[src/hw/rtl/jsu_pkg.sv]
// jsu_pkg: shared types and status codes of the json string decoder.
// used by jsu_front, jsu_queue, jsu_back and json_string_unescape_utf8.
`default_nettype none

package jsu_pkg;

  localparam logic [3:0] StData      = 4'd0;
  localparam logic [3:0] StClosed    = 4'd1;
  localparam logic [3:0] StCtrlByte  = 4'd2;
  localparam logic [3:0] StBadEsc    = 4'd3;
  localparam logic [3:0] StBadHex    = 4'd4;
  localparam logic [3:0] StLoneLow   = 4'd5;
  localparam logic [3:0] StBadLow    = 4'd6;
  localparam logic [3:0] StTruncated = 4'd7;
  localparam logic [3:0] StNoQuote   = 4'd8;

  // one job from front to back: a status, a raw byte or a code point
  typedef struct packed {
    logic [3:0]  status;
    logic        raw;
    logic [20:0] cp;
  } job_t;

endpackage

`default_nettype wire

[src/hw/rtl/jsu_front.sv]
// jsu_front: accepts source bytes, tracks string/escape/hex phase and emits jobs.
// depends on jsu_pkg.
`default_nettype none

module jsu_front (
  input  wire logic          clk_i,
  input  wire logic          rst_ni,
  input  wire logic          accept_i,
  input  wire logic          op_i,
  input  wire logic [7:0]    in_byte_i,
  output jsu_pkg::job_t      job_o,
  output logic               job_valid_o
);

  localparam logic [2:0] PhIdle   = 3'd0;
  localparam logic [2:0] PhStr    = 3'd1;
  localparam logic [2:0] PhEsc    = 3'd2;
  localparam logic [2:0] PhHex1   = 3'd3;
  localparam logic [2:0] PhWantBs = 3'd4;
  localparam logic [2:0] PhWantU  = 3'd5;
  localparam logic [2:0] PhHex2   = 3'd6;

  logic [2:0]  phase_q, phase_d;
  logic [11:0] accum_q, accum_d;
  logic [1:0]  digits_q, digits_d;
  logic [9:0]  high_q, high_d;

  logic        hex_ok;
  logic [3:0]  hex_val;
  logic [15:0] full_val;

  always_comb begin
    hex_ok  = 1'b1;
    hex_val = 4'd0;
    if (in_byte_i >= 8'h30 && in_byte_i <= 8'h39) begin
      hex_val = 4'(in_byte_i - 8'h30);
    end else if (in_byte_i >= 8'h61 && in_byte_i <= 8'h66) begin
      hex_val = 4'(in_byte_i - 8'h57);
    end else if (in_byte_i >= 8'h41 && in_byte_i <= 8'h46) begin
      hex_val = 4'(in_byte_i - 8'h37);
    end else begin
      hex_ok = 1'b0;
    end
  end

  assign full_val = {accum_q, hex_val};

  always_comb begin
    phase_d     = phase_q;
    accum_d     = accum_q;
    digits_d    = digits_q;
    high_d      = high_q;
    job_valid_o = 1'b0;
    job_o       = '0;
    if (accept_i) begin
      if (phase_q == PhIdle || phase_q > PhHex2) begin
        phase_d = PhIdle;
        if (op_i) begin
          job_valid_o  = 1'b1;
          job_o.status = jsu_pkg::StNoQuote;
        end else if (in_byte_i == 8'h20 || in_byte_i == 8'h09 ||
                     in_byte_i == 8'h0d || in_byte_i == 8'h0a) begin
          phase_d = PhIdle;
        end else if (in_byte_i == 8'h22) begin
          phase_d = PhStr;
        end else begin
          job_valid_o  = 1'b1;
          job_o.status = jsu_pkg::StNoQuote;
        end
      end else if (op_i) begin
        phase_d      = PhIdle;
        job_valid_o  = 1'b1;
        job_o.status = jsu_pkg::StTruncated;
      end else begin
        unique case (phase_q)
          PhStr: begin
            if (in_byte_i == 8'h22) begin
              phase_d      = PhIdle;
              job_valid_o  = 1'b1;
              job_o.status = jsu_pkg::StClosed;
            end else if (in_byte_i < 8'h20) begin
              phase_d      = PhIdle;
              job_valid_o  = 1'b1;
              job_o.status = jsu_pkg::StCtrlByte;
            end else if (in_byte_i == 8'h5c) begin
              phase_d = PhEsc;
            end else begin
              job_valid_o = 1'b1;
              job_o.raw   = 1'b1;
              job_o.cp    = 21'(in_byte_i);
            end
          end
          PhEsc: begin
            phase_d     = PhStr;
            job_valid_o = 1'b1;
            job_o.raw   = 1'b1;
            unique case (in_byte_i)
              8'h22:   job_o.cp = 21'h22;
              8'h5c:   job_o.cp = 21'h5c;
              8'h2f:   job_o.cp = 21'h2f;
              8'h62:   job_o.cp = 21'h08;
              8'h66:   job_o.cp = 21'h0c;
              8'h6e:   job_o.cp = 21'h0a;
              8'h72:   job_o.cp = 21'h0d;
              8'h74:   job_o.cp = 21'h09;
              8'h75: begin
                job_valid_o = 1'b0;
                phase_d     = PhHex1;
                digits_d    = 2'd0;
              end
              default: begin
                phase_d      = PhIdle;
                job_o.raw    = 1'b0;
                job_o.status = jsu_pkg::StBadEsc;
              end
            endcase
          end
          PhWantBs: begin
            if (in_byte_i != 8'h5c) begin
              phase_d      = PhIdle;
              job_valid_o  = 1'b1;
              job_o.status = jsu_pkg::StBadLow;
            end else begin
              phase_d = PhWantU;
            end
          end
          PhWantU: begin
            if (in_byte_i != 8'h75) begin
              phase_d      = PhIdle;
              job_valid_o  = 1'b1;
              job_o.status = jsu_pkg::StBadLow;
            end else begin
              phase_d  = PhHex2;
              digits_d = 2'd0;
            end
          end
          default: begin
            // hex digit groups
            if (!hex_ok) begin
              phase_d      = PhIdle;
              job_valid_o  = 1'b1;
              job_o.status = jsu_pkg::StBadHex;
            end else if (digits_q != 2'd3) begin
              accum_d  = {accum_q[7:0], hex_val};
              digits_d = digits_q + 2'd1;
            end else begin
              digits_d = 2'd0;
              if (phase_q == PhHex1) begin
                if (full_val[15:10] == 6'b110110) begin
                  high_d  = full_val[9:0];
                  phase_d = PhWantBs;
                end else if (full_val[15:10] == 6'b110111) begin
                  phase_d      = PhIdle;
                  job_valid_o  = 1'b1;
                  job_o.status = jsu_pkg::StLoneLow;
                end else begin
                  phase_d     = PhStr;
                  job_valid_o = 1'b1;
                  job_o.cp    = 21'(full_val);
                end
              end else begin
                if (full_val[15:10] != 6'b110111) begin
                  phase_d      = PhIdle;
                  job_valid_o  = 1'b1;
                  job_o.status = jsu_pkg::StBadLow;
                end else begin
                  phase_d     = PhStr;
                  job_valid_o = 1'b1;
                  job_o.cp    = {11'(high_q) + 11'd64, full_val[9:0]};
                end
              end
            end
          end
        endcase
      end
    end
  end

  always_ff @(posedge clk_i or negedge rst_ni) begin
    if (!rst_ni) begin
      phase_q  <= PhIdle;
      accum_q  <= '0;
      digits_q <= '0;
      high_q   <= '0;
    end else begin
      phase_q  <= phase_d;
      accum_q  <= accum_d;
      digits_q <= digits_d;
      high_q   <= high_d;
    end
  end

endmodule

`default_nettype wire

[src/hw/rtl/jsu_queue.sv]
// jsu_queue: short job queue between front and back.
// depends on jsu_pkg.
`default_nettype none

module jsu_queue #(
  parameter int unsigned Depth = 4
) (
  input  wire logic          clk_i,
  input  wire logic          rst_ni,
  input  wire logic          wr_i,
  input  wire jsu_pkg::job_t wr_data_i,
  input  wire logic          rd_i,
  output jsu_pkg::job_t      rd_data_o,
  output logic               full_o,
  output logic               empty_o
);

  localparam int unsigned PtrW = (Depth > 1) ? $clog2(Depth) : 1;
  localparam int unsigned CntW = $clog2(Depth + 1);

  jsu_pkg::job_t mem_q [Depth];
  logic [PtrW-1:0] wr_ptr_q, rd_ptr_q;
  logic [CntW-1:0] cnt_q;
  logic            do_wr, do_rd;

  assign full_o    = (cnt_q == CntW'(Depth));
  assign empty_o   = (cnt_q == '0);
  assign do_wr     = wr_i && !full_o;
  assign do_rd     = rd_i && !empty_o;
  assign rd_data_o = mem_q[rd_ptr_q];

  always_ff @(posedge clk_i) begin
    if (do_wr) begin
      mem_q[wr_ptr_q] <= wr_data_i;
    end
  end

  always_ff @(posedge clk_i or negedge rst_ni) begin
    if (!rst_ni) begin
      wr_ptr_q <= '0;
      rd_ptr_q <= '0;
      cnt_q    <= '0;
    end else begin
      if (do_wr) begin
        wr_ptr_q <= (wr_ptr_q == PtrW'(Depth - 1)) ? '0 : wr_ptr_q + PtrW'(1);
      end
      if (do_rd) begin
        rd_ptr_q <= (rd_ptr_q == PtrW'(Depth - 1)) ? '0 : rd_ptr_q + PtrW'(1);
      end
      if (do_wr && !do_rd) begin
        cnt_q <= cnt_q + CntW'(1);
      end else if (do_rd && !do_wr) begin
        cnt_q <= cnt_q - CntW'(1);
      end
    end
  end

endmodule

`default_nettype wire

[src/hw/rtl/jsu_back.sv]
// jsu_back: expands queued jobs into utf-8 result bytes or a status result.
// depends on jsu_pkg; holds the output register.
`default_nettype none

module jsu_back (
  input  wire logic          clk_i,
  input  wire logic          rst_ni,
  input  wire jsu_pkg::job_t job_i,
  input  wire logic          job_valid_i,
  output logic               job_pop_o,
  input  wire logic          pop_i,
  output logic               empty_o,
  output logic [7:0]         out_byte_o,
  output logic               byte_valid_o,
  output logic [3:0]         status_o,
  output logic               last_o
);

  logic [1:0] idx_q, idx_d;
  logic [1:0] last_idx, sel;
  logic       load, is_status, is_last;
  logic [7:0] byte_d;

  logic       out_valid_q;
  logic [7:0] out_byte_q;
  logic       byte_valid_q;
  logic [3:0] status_q;
  logic       last_q;

  assign is_status = (job_i.status != jsu_pkg::StData);

  always_comb begin
    if (is_status || job_i.raw || job_i.cp[20:7] == '0) begin
      last_idx = 2'd0;
    end else if (job_i.cp[20:11] == '0) begin
      last_idx = 2'd1;
    end else if (job_i.cp[20:16] == '0) begin
      last_idx = 2'd2;
    end else begin
      last_idx = 2'd3;
    end
  end

  assign sel = last_idx - idx_q;

  always_comb begin
    if (idx_q == 2'd0) begin
      unique case (last_idx)
        2'd0:    byte_d = is_status ? 8'h00 : job_i.cp[7:0];
        2'd1:    byte_d = {3'b110, job_i.cp[10:6]};
        2'd2:    byte_d = {4'b1110, job_i.cp[15:12]};
        default: byte_d = {5'b11110, job_i.cp[20:18]};
      endcase
    end else begin
      unique case (sel)
        2'd0:    byte_d = {2'b10, job_i.cp[5:0]};
        2'd1:    byte_d = {2'b10, job_i.cp[11:6]};
        default: byte_d = {2'b10, job_i.cp[17:12]};
      endcase
    end
  end

  assign load      = job_valid_i && (!out_valid_q || pop_i);
  assign is_last   = (idx_q == last_idx);
  assign job_pop_o = load && is_last;
  assign idx_d     = load ? (is_last ? 2'd0 : idx_q + 2'd1) : idx_q;

  always_ff @(posedge clk_i or negedge rst_ni) begin
    if (!rst_ni) begin
      idx_q       <= '0;
      out_valid_q <= 1'b0;
    end else begin
      idx_q <= idx_d;
      if (load) begin
        out_valid_q <= 1'b1;
      end else if (pop_i) begin
        out_valid_q <= 1'b0;
      end
    end
  end

  always_ff @(posedge clk_i) begin
    if (load) begin
      out_byte_q   <= byte_d;
      byte_valid_q <= !is_status;
      status_q     <= job_i.status;
      last_q       <= is_last;
    end
  end

  assign empty_o      = !out_valid_q;
  assign out_byte_o   = out_byte_q;
  assign byte_valid_o = byte_valid_q;
  assign status_o     = status_q;
  assign last_o       = last_q;

endmodule

`default_nettype wire

[src/hw/rtl/json_string_unescape_utf8.sv]
// json_string_unescape_utf8: json string literal decoder producing utf-8 bytes.
// depends on jsu_pkg, jsu_front, jsu_queue and jsu_back.
//
//   channel | handshake          | fields
//   --------+--------------------+---------------------------------------------
//   input   | push / full        | op_i, in_byte_i
//   result  | pop / empty        | out_byte_o, byte_valid_o, status_o, last_o
//
// one source byte is taken every cycle while full is low; its first result passes
// through the job queue and the output register before reaching the result ports.
// a \u escape gives up to four result bytes, one per cycle from the back end while
// results are popped; the job queue (QueueDepth entries) absorbs these bursts.
// full follows the job queue; result stalls back up through the queue only.
// reset clears the parse phase, the queue and the output register's valid flag.
`default_nettype none

module json_string_unescape_utf8 #(
  parameter int unsigned QueueDepth = 4
) (
  input  wire logic       clk_i,
  input  wire logic       rst_ni,
  input  wire logic       push,
  output logic            full,
  input  wire logic       op_i,
  input  wire logic [7:0] in_byte_i,
  output logic            empty,
  input  wire logic       pop,
  output logic [7:0]      out_byte_o,
  output logic            byte_valid_o,
  output logic [3:0]      status_o,
  output logic            last_o
);

  jsu_pkg::job_t front_job, head_job;
  logic          front_job_valid, accept;
  logic          q_full, q_empty, q_pop;

  assign accept = push && !q_full;
  assign full   = q_full;

  jsu_front u_front (
    .clk_i       (clk_i),
    .rst_ni      (rst_ni),
    .accept_i    (accept),
    .op_i        (op_i),
    .in_byte_i   (in_byte_i),
    .job_o       (front_job),
    .job_valid_o (front_job_valid)
  );

  jsu_queue #(
    .Depth (QueueDepth)
  ) u_queue (
    .clk_i     (clk_i),
    .rst_ni    (rst_ni),
    .wr_i      (front_job_valid),
    .wr_data_i (front_job),
    .rd_i      (q_pop),
    .rd_data_o (head_job),
    .full_o    (q_full),
    .empty_o   (q_empty)
  );

  jsu_back u_back (
    .clk_i        (clk_i),
    .rst_ni       (rst_ni),
    .job_i        (head_job),
    .job_valid_i  (!q_empty),
    .job_pop_o    (q_pop),
    .pop_i        (pop),
    .empty_o      (empty),
    .out_byte_o   (out_byte_o),
    .byte_valid_o (byte_valid_o),
    .status_o     (status_o),
    .last_o       (last_o)
  );

  a_status_last: assert property (@(posedge clk_i) disable iff (!rst_ni)
    (!empty && status_o != jsu_pkg::StData) |-> (last_o && !byte_valid_o))
    else $error("status result without last or with byte");

  a_data_valid: assert property (@(posedge clk_i) disable iff (!rst_ni)
    (!empty && status_o == jsu_pkg::StData) |-> byte_valid_o)
    else $error("data result without byte");

  a_job_queued: assert property (@(posedge clk_i) disable iff (!rst_ni)
    front_job_valid |=> !q_empty)
    else $error("job lost between front and queue");

  a_no_pop_empty: assert property (@(posedge clk_i) disable iff (!rst_ni)
    q_pop |-> !q_empty)
    else $error("back end popped an empty queue");

endmodule

`default_nettype wire
[config.mk]
export PLATFORM = sky130hd
export DESIGN_NAME = json_string_unescape_utf8
export DESIGN_NICKNAME = d
export VERILOG_FILES = /design/src/hw/rtl/jsu_pkg.sv /design/src/hw/rtl/jsu_front.sv /design/src/hw/rtl/jsu_queue.sv /design/src/hw/rtl/jsu_back.sv /design/src/hw/rtl/json_string_unescape_utf8.sv
export SDC_FILE = /design/constraint.sdc
export NUM_CORES = 1
export LEC_CHECK = 0
export BUFFER_PORTS_ARGS = -buffer_cell sky130_fd_sc_hd__buf_2
export CAP_MARGIN = 20
export CORE_UTILIZATION = 35
export DETAILED_ROUTE_END_ITERATION = 6
export SLEW_MARGIN = 20
export SYNTH_ARGS = -nofsm -noshare
export SYNTH_HDL_FRONTEND = slang
export SYNTH_SLANG_ARGS = --single-unit
[constraint.sdc]
create_clock -name clk_i -period 7.8 [get_ports clk_i]
set_clock_uncertainty 0.2 [all_clocks]
set_input_delay 1.17 -clock clk_i [delete_from_list [all_inputs] [get_ports clk_i]]
set_output_delay 1.17 -clock clk_i [all_outputs]
set_load 0.01 [all_outputs]
Word-level counts from Yosys, hierarchy flattened
Memory sizes are Yosys's and may differ from the RTL's.
Cells that the tools add are included.
- memories kept: 1
- logic and storage cells: 211
- latch bits: 0
- register bits: 51
- bits in writable memories: 104
- memory bits (read-only): 0
- output and inout port bits: 16
- $lt $le $gt $ge: 8
- multiplexer cells: 94
- $mul: 0
- shift-type cells: 0
- reductions and logical operators: 44
- bitwise gates (word level): 5
- eq/ne operators: 35
- add/sub/neg operators: 11
- divide/modulo/power cells: 0
- memories (name ; words ; bits a word ; rd ports ; clocked after memory_dff ; wr ports ; RTL line ; source):
    u_queue.mem_q ; 4 ; 26 ; 1 ; 0 ; 1 ; jsu_queue.sv:21 ; jsu_pkg::job_t mem_q [Depth];
- operators with widths (cell ; count):
    two-way mux 22 bit ; 5
    two-way mux 21 bit ; 5
    case mux 21 bit (3 select lines) ; 1
    two-way mux 3 bit ; 20
    equality test 8 x 7 -> 1 bit (second input constant) ; 7
    case mux 7 bit (8 select lines) ; 1
    two-way mux 4 bit ; 13
    two-way mux 1 bit ; 27
    two-way mux 26 bit ; 1
    equality test 8 x 4 -> 1 bit (second input constant) ; 3
    equality test 8 x 6 -> 1 bit (second input constant) ; 3
    case mux 8 bit (3 select lines) ; 1
    two-way mux 2 bit ; 10
    greater-or-equal comparator 8 x 7 -> 1 bit (second input constant) ; 2
    <= comparator 8 x 7 -> 1 bit (second input constant) ; 2
    two-way mux 16 bit ; 1
    two-way mux 8 bit ; 2
    inequality test 8 x 7 -> 1 bit (second input constant) ; 2
    case mux 4 bit (4 select lines) ; 1
    zero test 14 bit ; 1
    equality test 6 bit (second input constant) ; 2
    case mux 3 bit (4 select lines) ; 1
    case mux 6 bit (2 select lines) ; 1
    adder 10 x 7 -> 11 bit (second input constant) ; 1
    other kinds (43) ; 84

Longest topological paths before layout
- depth after elaboration: 15
- depth in mapped cells: 17
- depth with buffers taken out: 13

By module
Synthesis repeated with hierarchy kept, for this count alone.
- cell total of the unflattened synthesis: 572
- area total of the unflattened synthesis: 7802.5 um^2
- by module, submodules not included (module ; area each (um^2) ; cells each ; sequential area each (um^2) ; times used):
    jsu_queue ; 4230.3 ; 173 ; 3298.2 ; 1
    jsu_front ; 2339.7 ; 277 ; 675.6 ; 1
    jsu_back ; 1214.9 ; 120 ; 495.5 ; 1
    json_string_unescape_utf8 ; 17.5 ; 2 ; 0.0 ; 1

Least setup slack after synthesis
OpenSTA, ideal clock, no wires.
- kind: flip-flop to flip-flop
- start point: reg u_queue.rd_ptr_q[0]
- end point: reg u_queue.cnt_q[1]
- slack: 3.395 ns
- library setup time: 0.125 ns
- data arrival time: 4.081 ns
- required time: 7.475 ns
- cell stages (with the launch flop): 16
- path buffers: 4
- clock period less this slack: 4.405 ns
- cell sequence: dfrtp_1 -> buf_6 -> buf_6 -> buf_1 -> mux4_2 -> or4_1 -> nand3_1 -> nand3_1 -> nand2_1 -> ha_1 -> clkbuf_1 -> nand3_1 -> ha_1 -> inv_1 -> fa_1 -> mux2_2
- word-level cells in the longest chain between the ends: 11
- elaborated cells on any way between the ends: 18
- ends and longest elaborated chain (what ; RTL line ; source):
    from (decl) ; jsu_queue.sv:22 ; logic [PtrW-1:0] wr_ptr_q, rd_ptr_q;
    from (signal assigned) ; jsu_queue.sv:48 ; rd_ptr_q <= (rd_ptr_q == PtrW'(Depth - 1)) ? '0 : rd_ptr_q + PtrW'(1);
    memory (4 x 26 bit) (*) ; - ;
    zero test 5 bit / nonzero test 4 bit (equally long branches) ; jsu_back.sv:37, jsu_back.sv:30 ;
    two-way mux 1 bit / logical OR 1 bit (equally long branches) ; jsu_back.sv:37, jsu_back.sv:33 ;
    two-way mux 2 bit / logical OR 1 bit (equally long branches) ; jsu_back.sv:35, jsu_back.sv:33 ;
    two-way mux 2 bit (*) ; jsu_back.sv:33 ; if (is_status || job_i.raw || job_i.cp[20:7] == '0) begin
    equality test 2 bit (*) ; jsu_back.sv:64 ; assign is_last = (idx_q == last_idx);
    logical AND 1 bit (*) ; jsu_back.sv:65 ; assign job_pop_o = load && is_last;
    logical AND 1 bit (*) ; jsu_queue.sv:29 ; assign do_rd = rd_i && !empty_o;
    zero test 1 bit ; jsu_queue.sv:50 ; if (do_wr && !do_rd) begin
    logical AND 1 bit ; jsu_queue.sv:50 ;
    two-way mux 3 bit / nonzero test 2 bit (equally long branches) ; - ;
    to (signal assigned) ; jsu_queue.sv:51 ; cnt_q <= cnt_q + CntW'(1);
    to (signal assigned) ; jsu_queue.sv:53 ; cnt_q <= cnt_q - CntW'(1);
    to (decl) ; jsu_queue.sv:23 ; logic [CntW-1:0] cnt_q;
Mark *: on every way between the ends. The rest lies on a longest branch, timed or not.
A chain may end at the register's enable or synchronous reset.

Worst setup path after layout
Ends and elaborated chain as after synthesis.

==> metrics.txt <==
Synth Register Bits between 150 and 200; Mean Syn Cell Area between 10 and 15 µm²; routability congestion estimate 0.8821; antenna violations before repair 0; Rel. slew slack between 20% and 30%; # fillers slightly below 2000; critical-path cell list buf_4 > mux4_2 > nor3_1 > nand3_1 > nand3_1 > nand2_1 > ha_1 > nand3_1 > ha_1 > inv_1 > fa_1 > mux2_2; Hold Path Stages 1; first-pass iteration count of the detailed router 7; fin crit share 59.31%; total wire length around 17 mm; layout cell share with drive strength beyond 1 20.16%; die width ~150 µm; gr usage total 16.31%; most common flop cell mapped by yosys edfxtp_1; # IOs 29; Gate power share 29.5%; post-DP HPWL 11.88 mm; post-layout util 40.96%; Worst Hold Class reg -> reg; Final Hold Vio Count 0; LEAKAGE 3.159 nW; Initial DRC Count approximately 480; grt ovf 0; max_cap viols 0; Crit path buffers/inverters 2; Slowest cell on crit path mux4_2; syn_nets between 600 and 700; final setup vio count 0; routed via count about 5000; Clock Pin Slew Worst Setup and Hold Paths around 60 ps; P&R area growth vs syn 13.63%; reg2reg start u_queue.rd_ptr_q[0]$_DFFE_PN0P_; WHS around 300 ps; Pins Over Slew Limit 0; Commonest cells post-synth 118 x edfxtp_1, 48 x nand2_1, 37 x dfrtp_1; via/cell ratio ~5.5; Die ar. about 22000 µm²; cts bufs inserted 17; setup tns final 0 ps; cell taking the most area after synthesis edfxtp_1; count leader, synth edfxtp_1; Row Count 53; first-pass GRT wire length roughly 27 mm; internal power approximately 2 mW; Hold Path Sink u_queue.cnt_q[2]$_DFFE_PN0P_; setup bufs post-CTS 0; CTS Buffer Depth 2; Area contributors post-synth edfxtp_1 46%, dfrtp_1 12%, mux4_2 7.7%; I/O Buffers 28; VDD IR max around 0.14 mV; Switching Fraction a little under a third; post-synth top area share 46.33%; part of the Yosys area used for sequential elements between 50% and 60%; Worst EP arrival approximately 4700 ps; fin nets approximately 640; critical path type reg -> reg; Syn Inst Count 580; DRC Markers 0; share of power burned in registers a little over 40%; DR WL/cell ~19 µm; worst flop-to-flop path endpoint u_queue.cnt_q[1]$_DFFE_PN0P_; Net Switching 0.8847 mW; yosys warns 0; Cell variety after synth 70; R2R setup slack approximately 3200 ps; Worst Reg2Reg Path Length in Cells 12; fmax ~220 MHz; Worst-Skew Late Latency between 400 and 500 ps; Worst-Margin Slew 1031 ps; Resize count post-CTS 0; Critical Path End Type register; crit-path max cell delay 620 ps; Post-synth EDFFs 118; crit-path leading delay family adder cells; async set-or-reset flop fraction in the synthesized netlist a little under a quarter; pin count of the biggest net entering global routing 38; Synth Cell Area about 7600 µm²; unrepaired setup endpoints after global routing false; Clock Power Share between 20 and 30%; Root Driver clkbuf_16; Stages on worst setup path 12; core area approximately 21000 µm²; Worst Min Path Start u_queue.cnt_q[2]$_DFFE_PN0P_; die height roughly 150 µm; maximum fanout along the worst path 24; startpoint types register; antenna cells 0; Pwr per Cell Area around 330 nW/µm²; clock net sink count ~160; number of global-route vias before repair 4996; Starting Density approximately 36%; htree depth 4; CP most frequent cell nand3_1; CTS tree built; Critical Path RT approximately 8000 ps; hold_buf cts 0; Tmin final around 4600 ps; status finished, final reports clean; Final ANT Viol Nets 0
-- sequential cells by signal (all words and copies together), names as in the netlist, 3 cells and up --
signal / cells
u_front.phase_q: 3
u_back.out_byte_o: 8
u_queue.cnt_q: 3
u_front.accum_q: 12
u_front.high_q: 10
u_queue.mem_q: 104
u_back.status_o: 4
-- area by class of cell --
type	count	area, µm²	share of cell area [%]
clock buffers	17	425.4	4.895
inverters	25	93.84	1.080
well taps	275	344.1	3.959
repair buffers	35	195.2	2.246
clock inverters	15	186.4	2.145
flip-flops and latches	155	4469	51.43
multi-input cells	373	2977	34.25
-- power by group through the flow --
stage                     combinational (mW)  clock (mW)  sequential, mW
after floorplan                        0.600           0            1.16
after global placement                 0.833           0            1.16
after detailed placement               0.841           0            1.17
after CTS                              0.842       0.862            1.15
after global routing                   0.926       0.895            1.16
final                                  0.836       0.847            1.15
-- layer usage --
layer	routed length, µm	track usage [%]
met2	7980	25.58
met1	8000	22.25
met5	0	0
met4	308	5.758
met3	655	3.537
-- layout by cell type, fill, tap and decap left out, drive strengths merged, types with 3 or more instances in the layout --
cell type,instances
nand2b,8
a21o,6
a221o,3
a31oi,8
nor4b,3
buf,35
mux2i,6
nand3,14
nand3b,3
a211oi,5
nor3b,3
ha,18
nand4,6
nor2b,12
edfxtp,118
o32ai,4
bufinv,3
o31ai,3
xor2,5
nor2,30
and3,3
a22oi,3
dfrtp,37
o21ai,22
mux2,23
or4,3
clkinvlp,4
or3,4
mux4,26
inv,31
and2,10
o211ai,5
nor3,10
a2111oi,9
nand2,48
nor4,5
xnor2,4
a21oi,28
clkbuf,17
-- through the flow --
step           total power, mW  instances  area, µm²  setup WS [ps]
3_5_place_dp             2.008        863       8077           3025
6_report                 2.831        895       8691           3174
5_1_grt                  2.986        895       8691           2827
2_1_floorplan            1.763        580       7649           3395
3_3_place_gp             1.989        863       8070           3146
4_1_cts                  2.855        895       8688           3094
-- cell families (layout without fill, tap and decap cells) --
| family | count (synthesis) | in the layout | synth area share, % |
|---|---|---|---|
| buffers and inverters | 52 | 92 | 2.781 |
| XOR/XNOR | 9 | 9 | 1.031 |
| AO/OA/AOI/OAI | 118 | 118 | 10.70 |
| flip-flops | 155 | 155 | 58.43 |
| AND/OR/NAND/NOR | 171 | 171 | 11.89 |
| multiplexers | 55 | 55 | 11.83 |
| adder cells (fa/ha/maj) | 20 | 20 | 3.337 |
-- worst max path at each step --
stage          slack [ps]                            to                             from
2_1_floorplan        3390  u_queue.cnt_q[1]$_DFFE_PN0P_  u_queue.rd_ptr_q[0]$_DFFE_PN0P_
3_3_place_gp         3150  u_queue.cnt_q[1]$_DFFE_PN0P_                     in_byte_i[0]
3_5_place_dp         3030  u_queue.cnt_q[1]$_DFFE_PN0P_                     in_byte_i[0]
4_1_cts              3090  u_queue.cnt_q[1]$_DFFE_PN0P_  u_queue.rd_ptr_q[0]$_DFFE_PN0P_
5_1_grt              2830  u_queue.cnt_q[2]$_DFFE_PN0P_  u_queue.rd_ptr_q[0]$_DFFE_PN0P_
6_report             3170  u_queue.cnt_q[1]$_DFFE_PN0P_  u_queue.rd_ptr_q[0]$_DFFE_PN0P_
Power figures use the tool's default switching activity.
